## src/sv/speed_loop_filtered_pi_top_macros.svh

```systemverilog
// Assertion macros for the speed loop PI controller.
// Included by the modules that carry concurrent assertions; depends on nothing.
`ifndef SPEED_LOOP_FILTERED_PI_TOP_MACROS_SVH
`define SPEED_LOOP_FILTERED_PI_TOP_MACROS_SVH

// The consequent must hold in the same cycle as the antecedent.
`define SLFPI_ASSERT_NOW(label, clk, rstn, ante, cons, msg) \
    label: assert property (@(posedge clk) disable iff (!rstn) (ante) |-> (cons)) \
        else $error(msg);

// The consequent must hold in the cycle after the antecedent.
`define SLFPI_ASSERT_NEXT(label, clk, rstn, ante, cons, msg) \
    label: assert property (@(posedge clk) disable iff (!rstn) (ante) |=> (cons)) \
        else $error(msg);

`endif

```

## src/sv/slfpi_pkg.sv

```systemverilog
// Shared types, constants and helpers of the speed loop PI controller.
// Used by the controller, the datapath and the top level; depends on nothing.
`default_nettype none

package slfpi_pkg;

    // Filter weights in Q0.16: 0.3 for the new error and 0.7 for the old value.
    localparam logic signed [31:0] W_NEW = 32'sd19661;
    localparam logic signed [31:0] W_OLD = 32'sd45875;

    // Register reset values.
    localparam logic signed [15:0] TARGET_RESET = 16'sd0;
    localparam logic signed [31:0] KP_RESET     = -32'sd524288;
    localparam logic signed [31:0] KI_RESET     = -32'sd2621;
    localparam logic [14:0]        LIMIT_RESET  = 15'd1400;

    // Register indexes.
    localparam int REG_TARGET = 0;
    localparam int REG_KP     = 1;
    localparam int REG_KI     = 2;
    localparam int REG_LIMIT  = 3;

    // Default width of the configuration index.
    localparam int CFG_IDX_W_DEF = 8;

    // Datapath widths.
    localparam int ERR_W  = 18;
    localparam int FILT_W = 19;
    localparam int INTG_W = 16;
    localparam int MULB_W = 20;
    localparam int PROD_W = 52;
    localparam int ACC_W  = 53;
    localparam int QUO_W  = ACC_W - 16;

    // Multiplier operand selection.
    typedef logic [1:0] mul_sel_t;
    localparam mul_sel_t MUL_ERR  = 2'd0;
    localparam mul_sel_t MUL_FILT = 2'd1;
    localparam mul_sel_t MUL_KP   = 2'd2;
    localparam mul_sel_t MUL_KI   = 2'd3;

    // Commands from the controller to the datapath.
    typedef struct packed {
        logic     load_in;
        logic     mul_en;
        mul_sel_t mul_sel;
        logic     acc_load;
        logic     acc_add;
        logic     filt_load;
        logic     integ_load;
        logic     out_load;
    } slfpi_cmd_t;

    // Divide a Q16 accumulator by 2^16, rounding toward zero.
    function automatic logic signed [QUO_W-1:0] trunc_q16(input logic signed [ACC_W-1:0] v);
        logic signed [ACC_W-1:0] biased;
        biased = v + (v[ACC_W-1] ? ACC_W'(16'hFFFF) : ACC_W'(0));
        return QUO_W'(biased >>> 16);
    endfunction

endpackage

`default_nettype wire

```

## src/sv/slfpi_ctrl.sv

```systemverilog
// Sequencer of the speed loop PI controller: steps the shared multiplier and
// owns the handshakes. Depends on slfpi_pkg and the assertion macro header.
`default_nettype none
`include "speed_loop_filtered_pi_top_macros.svh"

module slfpi_ctrl
    import slfpi_pkg::*;
(
    input  wire logic       aclk,
    input  wire logic       aresetn,
    input  wire logic       s_tvalid,
    output logic            s_tready,
    output logic            m_tvalid,
    input  wire logic       m_tready,
    output slfpi_cmd_t      cmd
);

    localparam logic [2:0] ST_IDLE  = 3'd0;
    localparam logic [2:0] ST_MUL1  = 3'd1;
    localparam logic [2:0] ST_MUL2  = 3'd2;
    localparam logic [2:0] ST_FILT  = 3'd3;
    localparam logic [2:0] ST_INTEG = 3'd4;
    localparam logic [2:0] ST_MUL4  = 3'd5;
    localparam logic [2:0] ST_ADD2  = 3'd6;
    localparam logic [2:0] ST_DRIVE = 3'd7;

    logic [2:0] state_reg, state_next;
    logic       m_tvalid_reg, m_tvalid_next;
    logic       out_free;

    assign out_free = !m_tvalid_reg || m_tready;
    assign s_tready = (state_reg == ST_IDLE);
    assign m_tvalid = m_tvalid_reg;

    // Next state and datapath commands.
    always_comb begin
        state_next = state_reg;
        cmd        = '0;
        cmd.mul_sel = MUL_ERR;
        unique case (state_reg)
            ST_IDLE: begin
                if (s_tvalid) begin
                    cmd.load_in = 1'b1;
                    state_next  = ST_MUL1;
                end
            end
            ST_MUL1: begin
                cmd.mul_en  = 1'b1;
                cmd.mul_sel = MUL_ERR;
                state_next  = ST_MUL2;
            end
            ST_MUL2: begin
                cmd.mul_en   = 1'b1;
                cmd.mul_sel  = MUL_FILT;
                cmd.acc_load = 1'b1;
                state_next   = ST_FILT;
            end
            ST_FILT: begin
                cmd.filt_load = 1'b1;
                state_next    = ST_INTEG;
            end
            ST_INTEG: begin
                cmd.integ_load = 1'b1;
                cmd.mul_en     = 1'b1;
                cmd.mul_sel    = MUL_KP;
                state_next     = ST_MUL4;
            end
            ST_MUL4: begin
                cmd.mul_en   = 1'b1;
                cmd.mul_sel  = MUL_KI;
                cmd.acc_load = 1'b1;
                state_next   = ST_ADD2;
            end
            ST_ADD2: begin
                cmd.acc_add = 1'b1;
                state_next  = ST_DRIVE;
            end
            ST_DRIVE: begin
                if (out_free) begin
                    cmd.out_load = 1'b1;
                    state_next   = ST_IDLE;
                end
            end
            default: begin
                state_next = ST_IDLE;
            end
        endcase
    end

    // The output valid flag is set on a load and cleared when the request is taken.
    always_comb begin
        m_tvalid_next = m_tvalid_reg;
        if (cmd.out_load) begin
            m_tvalid_next = 1'b1;
        end else if (m_tready) begin
            m_tvalid_next = 1'b0;
        end
    end

    always_ff @(posedge aclk) begin
        if (!aresetn) begin
            state_reg    <= ST_IDLE;
            m_tvalid_reg <= 1'b0;
        end else begin
            state_reg    <= state_next;
            m_tvalid_reg <= m_tvalid_next;
        end
    end

    `SLFPI_ASSERT_NOW(a_load_needs_room, aclk, aresetn, cmd.out_load, out_free,
        "result loaded over a pending request")
    `SLFPI_ASSERT_NEXT(a_accept_starts, aclk, aresetn, s_tvalid && s_tready,
        state_reg == ST_MUL1, "accepted request did not start the sequence")
    `SLFPI_ASSERT_NEXT(a_drive_waits, aclk, aresetn,
        state_reg == ST_DRIVE && m_tvalid_reg && !m_tready,
        state_reg == ST_DRIVE && m_tvalid_reg, "stalled result was not held")
    `SLFPI_ASSERT_NOW(a_one_update, aclk, aresetn, 1'b1,
        $onehot0({cmd.load_in, cmd.filt_load, cmd.integ_load, cmd.out_load}),
        "more than one state update in a cycle")

endmodule

`default_nettype wire

```

## src/sv/slfpi_dp.sv

```systemverilog
// Datapath of the speed loop PI controller: configuration registers, shared
// multiplier, accumulator, filter and integral state. Depends on slfpi_pkg.
`default_nettype none

module slfpi_dp
    import slfpi_pkg::*;
#(
    parameter int CFG_IDX_W = CFG_IDX_W_DEF
) (
    input  wire logic                  aclk,
    input  wire logic                  aresetn,
    input  wire slfpi_cmd_t            cmd,
    input  wire logic signed [15:0]    left_count,
    input  wire logic signed [15:0]    right_count,
    input  wire logic                  cfg_we,
    input  wire logic [CFG_IDX_W-1:0]  cfg_index,
    input  wire logic [31:0]           cfg_data,
    output logic signed [31:0]         drive,
    output logic                       integral_clamped
);

    logic signed [15:0]        target_reg;
    logic signed [31:0]        kp_reg;
    logic signed [31:0]        ki_reg;
    logic [14:0]               limit_reg;

    logic signed [ERR_W-1:0]   err_reg, err_next;
    logic signed [FILT_W-1:0]  filt_reg, filt_next;
    logic signed [INTG_W-1:0]  integ_reg, integ_next;
    logic                      clamp_reg, clamp_next;
    logic signed [PROD_W-1:0]  prod_reg, prod_next;
    logic signed [ACC_W-1:0]   acc_reg, acc_next, acc_sum;
    logic signed [31:0]        drive_reg, drive_next;
    logic                      clamped_out_reg;

    logic signed [31:0]        mul_a;
    logic signed [MULB_W-1:0]  mul_b;
    logic signed [QUO_W-1:0]   filt_quo, drive_quo;
    logic signed [MULB_W-1:0]  integ_sum, lim_pos, lim_neg;

    // Configuration registers; writes to unknown indexes are dropped.
    always_ff @(posedge aclk) begin
        if (!aresetn) begin
            target_reg <= TARGET_RESET;
            kp_reg     <= KP_RESET;
            ki_reg     <= KI_RESET;
            limit_reg  <= LIMIT_RESET;
        end else if (cfg_we) begin
            if (cfg_index == CFG_IDX_W'(REG_TARGET)) target_reg <= cfg_data[15:0];
            if (cfg_index == CFG_IDX_W'(REG_KP))     kp_reg     <= cfg_data;
            if (cfg_index == CFG_IDX_W'(REG_KI))     ki_reg     <= cfg_data;
            if (cfg_index == CFG_IDX_W'(REG_LIMIT))  limit_reg  <= cfg_data[14:0];
        end
    end

    // Speed error of the accepted sample.
    assign err_next = ERR_W'(left_count) + ERR_W'(right_count) - ERR_W'(target_reg);

    // Operand selection for the shared multiplier.
    always_comb begin
        unique case (cmd.mul_sel)
            MUL_ERR: begin
                mul_a = W_NEW;
                mul_b = MULB_W'(err_reg);
            end
            MUL_FILT: begin
                mul_a = W_OLD;
                mul_b = MULB_W'(filt_reg);
            end
            MUL_KP: begin
                mul_a = kp_reg;
                mul_b = MULB_W'(filt_reg);
            end
            MUL_KI: begin
                mul_a = ki_reg;
                mul_b = MULB_W'(integ_reg);
            end
            default: begin
                mul_a = W_NEW;
                mul_b = MULB_W'(err_reg);
            end
        endcase
    end

    assign prod_next = mul_a * mul_b;

    // Accumulator: load a product, or add the next one.
    assign acc_sum = acc_reg + ACC_W'(prod_reg);
    always_comb begin
        acc_next = acc_reg;
        if (cmd.acc_load) begin
            acc_next = ACC_W'(prod_reg);
        end else if (cmd.acc_add) begin
            acc_next = acc_sum;
        end
    end

    // Filtered error: weighted sum divided by 2^16 toward zero.
    assign filt_quo  = trunc_q16(acc_sum);
    assign filt_next = filt_quo[FILT_W-1:0];

    // Integral update with the symmetric clamp.
    assign integ_sum = MULB_W'(integ_reg) + MULB_W'(filt_reg);
    assign lim_pos   = MULB_W'({1'b0, limit_reg});
    assign lim_neg   = -lim_pos;
    always_comb begin
        integ_next = integ_sum[INTG_W-1:0];
        clamp_next = 1'b0;
        if (integ_sum > lim_pos) begin
            integ_next = lim_pos[INTG_W-1:0];
            clamp_next = 1'b1;
        end else if (integ_sum < lim_neg) begin
            integ_next = lim_neg[INTG_W-1:0];
            clamp_next = 1'b1;
        end
    end

    // Drive: sum of products divided by 2^16, saturated to 32 bits.
    assign drive_quo = trunc_q16(acc_reg);
    always_comb begin
        drive_next = drive_quo[31:0];
        if (drive_quo[QUO_W-1:31] != {(QUO_W-31){drive_quo[31]}}) begin
            drive_next = drive_quo[QUO_W-1] ? 32'sh8000_0000 : 32'sh7FFF_FFFF;
        end
    end

    // Loop state, cleared by reset.
    always_ff @(posedge aclk) begin
        if (!aresetn) begin
            filt_reg  <= '0;
            integ_reg <= '0;
        end else begin
            if (cmd.filt_load)  filt_reg  <= filt_next;
            if (cmd.integ_load) integ_reg <= integ_next;
        end
    end

    // Working and output payload registers.
    always_ff @(posedge aclk) begin
        if (cmd.load_in)    err_reg   <= err_next;
        if (cmd.mul_en)     prod_reg  <= prod_next;
        acc_reg <= acc_next;
        if (cmd.integ_load) clamp_reg <= clamp_next;
        if (cmd.out_load) begin
            drive_reg       <= drive_next;
            clamped_out_reg <= clamp_reg;
        end
    end

    assign drive            = drive_reg;
    assign integral_clamped = clamped_out_reg;

endmodule

`default_nettype wire

```

## src/sv/speed_loop_filtered_pi_top.sv

```systemverilog
// Top level of the speed loop PI controller with error low-pass and integral clamp.
// Instantiates slfpi_ctrl and slfpi_dp; depends on slfpi_pkg.
//
//  Channel  Direction  Payload                                   Handshake
//  s_       in         tdata: left_count, right_count            s_tvalid/s_tready
//  m_       out        tdata: drive; tuser: integral_clamped     m_tvalid/m_tready
//  cfg_     in         cfg_index, cfg_data                       cfg_valid/cfg_ready
//
// Between the accepting edge of a request and the load of its result register lie the four
// passes through the single shared 32x20 multiplier and the filter, clamp and sum steps.
// A new request is accepted only once the previous one has loaded its result.
// A result that is not taken holds the sequencer in its last step; the next
// request is already accepted while the previous result still waits.
// Reset is synchronous and active low; cfg_ready is always high.
`default_nettype none

module speed_loop_filtered_pi_top
    import slfpi_pkg::*;
#(
    parameter int CFG_IDX_W = CFG_IDX_W_DEF
) (
    input  wire logic                  aclk,
    input  wire logic                  aresetn,
    // tdata: [15:0] left_count, [31:16] right_count
    input  wire logic [31:0]           s_tdata,
    input  wire logic                  s_tvalid,
    output logic                       s_tready,
    // tdata: [31:0] drive
    output logic [31:0]                m_tdata,
    // tuser: [0] integral_clamped
    output logic [0:0]                 m_tuser,
    output logic                       m_tvalid,
    input  wire logic                  m_tready,
    input  wire logic                  cfg_valid,
    output logic                       cfg_ready,
    input  wire logic [CFG_IDX_W-1:0]  cfg_index,
    input  wire logic [31:0]           cfg_data
);

    slfpi_cmd_t          cmd;
    logic signed [31:0]  drive;
    logic                integral_clamped;

    assign cfg_ready = 1'b1;

    slfpi_ctrl u_ctrl (
        .aclk     (aclk),
        .aresetn  (aresetn),
        .s_tvalid (s_tvalid),
        .s_tready (s_tready),
        .m_tvalid (m_tvalid),
        .m_tready (m_tready),
        .cmd      (cmd)
    );

    slfpi_dp #(
        .CFG_IDX_W (CFG_IDX_W)
    ) u_dp (
        .aclk             (aclk),
        .aresetn          (aresetn),
        .cmd              (cmd),
        .left_count       (s_tdata[15:0]),
        .right_count      (s_tdata[31:16]),
        .cfg_we           (cfg_valid && cfg_ready),
        .cfg_index        (cfg_index),
        .cfg_data         (cfg_data),
        .drive            (drive),
        .integral_clamped (integral_clamped)
    );

    assign m_tdata    = drive;
    assign m_tuser[0] = integral_clamped;

endmodule

`default_nettype wire
```

## config.mk

```make
export PLATFORM = sky130hd
export DESIGN_NAME = speed_loop_filtered_pi_top
export DESIGN_NICKNAME = d
export VERILOG_FILES = /design/src/sv/slfpi_pkg.sv /design/src/sv/slfpi_ctrl.sv /design/src/sv/slfpi_dp.sv /design/src/sv/speed_loop_filtered_pi_top.sv
export VERILOG_INCLUDE_DIRS = /design/src /design/src/sv
export SDC_FILE = /design/constraint.sdc
export NUM_CORES = 2
export LEC_CHECK = 0
export CAP_MARGIN = 10
export CORE_MARGIN = 2
export CORE_UTILIZATION = 45
export CTS_BUF_LIST = sky130_fd_sc_hd__clkbuf_16
export DETAILED_ROUTE_END_ITERATION = 7
export DONT_BUFFER_PORTS = 1
export REMOVE_ABC_BUFFERS = 1
export SLEW_MARGIN = 40
export SYNTH_ARGS = -nofsm -noshare
export SYNTH_HDL_FRONTEND = slang
export SYNTH_SLANG_ARGS = --single-unit
```

## constraint.sdc

```tcl
create_clock -name aclk -period 10.1 [get_ports aclk]
set_input_delay 2.02 -clock aclk [delete_from_list [all_inputs] [get_ports aclk]]
set_output_delay 2.02 -clock aclk [all_outputs]
set_load 0.005 [all_outputs]
```

; Yosys cells after proc, flatten, opt, wreduce, memory -nomap -nowiden
; Cells that the tools add are included.
; Widths: inputs -> output; s select.
[word_totals]
inputBits = 77
n_memories = 0
rom_bits = 0
latchBits = 0
mem_bits_rw = 0
elab_cells = 79
output_inout_bits = 36
ff_bits = 291
[classes]
order_cmp = 2
n_div = 0
shifts = 0
muxes = 25
n_eq_ne = 16
n_mul = 1
reduce_logical = 14
bitwise_logic = 0
add_sub_neg = 7
[ops]
columns = cell, count
row1 = $pmux 32 s4, 1
row2 = $mux 53, 2
row3 = $mux 16, 4
row4 = $mux 32, 2
row5 = $pmux 20 s3, 1
row6 = $add 53x52->53, 1
row7 = $add 53x53->53, 1
row8 = $mul 32x20->52, 1
row9 = $add 35x35->35, 1
row10 = $pmux 3 s8, 1
row11 = $add 16x19->20, 1
row12 = $gt 20x16->1, 1
row13 = $lt 20x20->1, 1
row14 = $neg 15->20, 1
row15 = $sub 17x16->18, 1
row16 = $add 16x16->17, 1
row17 = $eq 8x2->1 const B, 2
row18 = $eq 3x3->1 const B, 4
row19 = $pmux 3 s4, 1
row20 = $mux 1, 11
row21 = $reduce_and 2->1, 5
row22 = $eq 8x1->1 const B, 1
row23 = $logic_not 8->1, 1
row24 = $eq 3x2->1 const B, 2
row25 = 13 further kinds, 17

; Logic depth before layout (Yosys ltp)
[depth]
ltp_word = 6
ltp_mapped = 39
ltp_nobuf = 33

; Cells and area by module
; Synthesis repeated with hierarchy kept, for this count alone.
[hier_totals]
cells_unflattened = 4679
area_unflattened_um2 = 41591.1
[by_module_without_submodules]
columns = module, cells_per_inst, instances, area_each_um2, seq_area_each_um2
row1 = slfpi_dp, 4641, 1, 41272.1, 7317.0
row2 = slfpi_ctrl, 36, 1, 307.8, 80.1
row3 = speed_loop_filtered_pi_top, 2, 1, 11.3, 0.0

; Worst setup path after synthesis
; No wires, ideal clock.
[synth_timing]
kind = flip-flop to flip-flop
startpoint = register u_ctrl.state_reg[2]
endpoint = register u_dp.prod_reg[49], data pin
path_stages_with_launch = 40
setup_time_ns = 0.258
path_slack_ns = 0.289
n_path_buf = 7
period_less_slack_ns = 9.811
arrival_time_ns = 9.553
t_required_ns = 9.842
path_cell_list = dfxtp_1 > clkbuf_1 > nor2b_1 > a22o_1 > clkbuf_1 > buf_1 > ha_1 > clkbuf_1 > buf_1 > buf_1 > nand2_1 > a31oi_1 > clkbuf_1 > nand2_1 > fa_1 > inv_1 > fa_1 > inv_1 > [4 not listed] > fa_1 > inv_1 > fa_1 > inv_1 > fa_1 > inv_1 > ha_1 > a211oi_1 > nor2_1 > o41a_1 > o21ai_1 > o21a_1 > o22ai_1 > o41ai_1 > o311ai_1 > a31o_2 > a21oi_1 > xnor2_1
[synth_between]
elab_chain_len = 6
[synth_lines]
columns = item, line_no
row1 = "start, declared", slfpi_ctrl.sv:27  ; logic [2:0] state_reg, state_next;
row2 = "start signal, assigned", slfpi_ctrl.sv:105  ; state_reg <= state_next;
row3 = "$eq 3x3->1, or another cell as far along", slfpi_ctrl.sv:40  ; unique case (state_reg)
row4 = $pmux 3 s4 (*), slfpi_ctrl.sv:40
row5 = $eq 2x1->1 / $eq 2x2->1 (equally long branches), slfpi_dp.sv:61  ; unique case (cmd.mul_sel)
row6 = $reduce_or 2->1 (no source line), -
row7 = $pmux 20 s3, slfpi_dp.sv:61
row8 = $mul 32x20->52 (*), slfpi_dp.sv:85  ; assign prod_next = mul_a * mul_b;
row9 = net u_dp.prod_next[49], slfpi_dp.sv:31  ; logic signed [PROD_W-1:0] prod_reg, prod_next;
row10 = "end signal, assigned", slfpi_dp.sv:141  ; if (cmd.mul_en) prod_reg <= prod_next;
row11 = "end, declared", slfpi_dp.sv:31
; The timed path passes the listed nets; every way through them passes the cells marked *.
; A chain may end at the register's enable or synchronous reset.

; Worst setup path after layout
[layout_timing]
startpoint = register u_ctrl.state_reg[1]
endpoint = register u_dp.prod_reg[49], data pin
; The elaborated chain is that of the path after synthesis.

==> impl_metrics.ini <==
[yosys]
netlist_area_um2 = 41500
synth_commonest_cells = inv_1, nand2_1, fa_1
synth_top_cell_area_share_pct = 31.6
synth_edf_count = 157
yosysWarnings = 0
yosys.area.top_type = fa_1
avgSynthCellArea_um2 = 8.72
synth_area_leaders = fa_1, edfxtp_1, ha_1
synthFlopType = edfxtp_1
yosysSeqAreaShare_pct = 17.8
syn_inst = 4758
async_flop_share_pct = 0
synth.most_common_cell = inv_1
synth_seq_cells = 291
synth_cell_types = 85

[setup_path]
path_max_fanout = 21
crit_path_end_kind = flop
slowest_delay_ns = 0.74
arrival_ns = 9.73
required_ns = 10.43
crit_top_cell = fa_1
startpoint_type = flop
crit_type = flop to flop
slowest_stage = mux2i_2

[timing]
relSlewSlack_pct = 41.3
max_freq_mhz = 106
fin_crit_ns = 9.40
hold_viol = 0
setup_viol = 0
drv_slew = 0
period_share_pct = 93.1
tightest_slew_ns = 0.864
clock_skew_ns = 0.0286

[placement]
dp_hpwl_um = 102000
io_buffers = 0
dpl_cell_area_um2 = 43000
gp_congestion = 0.990

[min_path]
hold_class = flop to flop

[global_routing]
overflow = 0
grt.total_usage_pct = 26.5
grt_pass1_vias = 32400
grt_pass1_wl_um = 191000
grt_max_degree = 84
antenna_found_initial = 0

[die]
coreArea_um2 = 91500
io_pins = 113
num_rows = 111
initial_core_util_pct = 45.3
dieArea_um2 = 94600
die_h_um = 308
die_w_um = 308

[flow_run]
maxCapViolCount = 0

[detailed_routing]
first_pass_iters = 6
wl_per_cell_um = 21.0
routed_wirelength_um = 124000
num_vias = 32500
detail-route-antenna-nets = 0
drt-initial-drc-count = 2540
vias_per_cell = 5.51
drt_drc_violations_left = 0

[clocking]
cts_tree = done
post_cts_buffers = 0
insertion_delay_ns = 0.59
cts-root-buf = clkbuf_16
numCtsBuffers = 37
cts.clk_slew.worst_paths_ns = 0.06
hold_buffers = 0
htreeDepth = 2
clock_path_buffers = 3
cts_sinks = 291

[finish]
finalNetCount = 5704
final_cell_area_um2 = 44200
largest_register_ffs = 53
area_growth_pct = 6.68
drive_above_1_share_pct = 5.33
fillers = 8824

[outcome]
status = finished clean
[through the flow]
stage	hold slack (ns)	TNS (ns)	utilization (%)	cells	worst slack, ns
after floorplan	0.400	-51.08	-	4554	-2.24
after global placement	0.446	0	46.9	5827	0.451
after detailed placement	0.443	0	47.0	5831	0.509
after CTS	0.457	0	48.3	5898	0.467
after global routing	0.474	-0.00499	48.3	5898	-0.00499
final	0.451	0	48.3	5899	0.700
[critical path, delay by kind of cell, from the launching register on]
| family | cells | cell delay, ns |
|---|---|---|
| muxes | 1 | 0.74 |
| xor gates and xnor gates | 1 | 0.08 |
| adders and majority gates | 9 | 4.04 |
| and+or+nand+nor | 3 | 0.36 |
| DFF | 1 | 0.55 |
| buffers and inverters | 7 | 0.49 |
| AOI/OAI and AO/OA | 11 | 2.90 |
[timing repair]
item / in CTS / in global routing
resized for setup: 0 / 9
endpoints found under the setup margin: 0 / 5
hold endpoints to repair: 0 / 0
[cells by family (layout without fill, tap and decap cells)]
group / after synthesis / after routing / share of synthesized area (%)
fa+ha+maj: 943 / 943 / 40.3
compound gates: 722 / 722 / 11.3
other cells: 1 / 2 / 0.00904
flops: 291 / 291 / 17.8
mux: 71 / 71 / 1.76
simple gates: 1520 / 1520 / 15.7
buf+inv: 1032 / 986 / 9.41
xor+xnor: 178 / 178 / 3.76
[final cells by class]
cell class                      count  area (um^2)  area share, %
Inverter                          828         3110           7.02
Sequential cell                   291         7400           16.7
Tap cell                         1186         1480           3.35
Timing Repair Buffer               91          734           1.66
Multi-Input combinational cell   3435        30300           68.5
Antenna cell                        1         2.50        0.00566
Clock inverter                     30          277          0.625
Clock buffer                       37          926           2.09
[routing by layer]
metal	GRT usage (%)	part of all wire [%]
met1	36.6	44
met2	39.7	42
met3	7.95	9.8
met4	8.42	3.5
met5	0	0
[worst paths after layout]
| kind | start | endpoint | slack (ns) | cells after the start |
|---|---|---|---|---|
| hold / removal | u_dp.clamp_reg | u_dp.integral_clamped | 0.45 | 0 |
| setup / recovery | u_ctrl.state_reg[1] | u_dp.prod_reg[49] | 0.70 | 32 |
| hold reg to reg | u_dp.clamp_reg | u_dp.integral_clamped | 0.45 | 0 |
| setup reg to reg | u_ctrl.state_reg[1] | u_dp.prod_reg[49] | 0.70 | 32 |
[layout by cell type (no fill, tap or decap), types with 28 or more instances in the layout]
cell type	Yosys	layout
a21o_1	77	77
a21oi_1	218	217
and3_1	32	32
buf_4	4	85
clkbuf_16	0	37
dfxtp_1	134	134
edfxtp_1	157	157
fa_1	655	655
ha_1	288	286
inv_1	827	831
mux2i_1	54	50
nand2_1	659	659
nand2b_1	31	31
nand3_1	102	101
nand4_1	30	30
nor2_1	504	500
nor3_1	40	40
o21ai_0	148	148
or2_2	28	28
xnor2_1	123	122
xor2_1	55	55
Power is not shown: default switching activity piles up to over one toggle a cycle in this logic, so the estimate is an artifact.
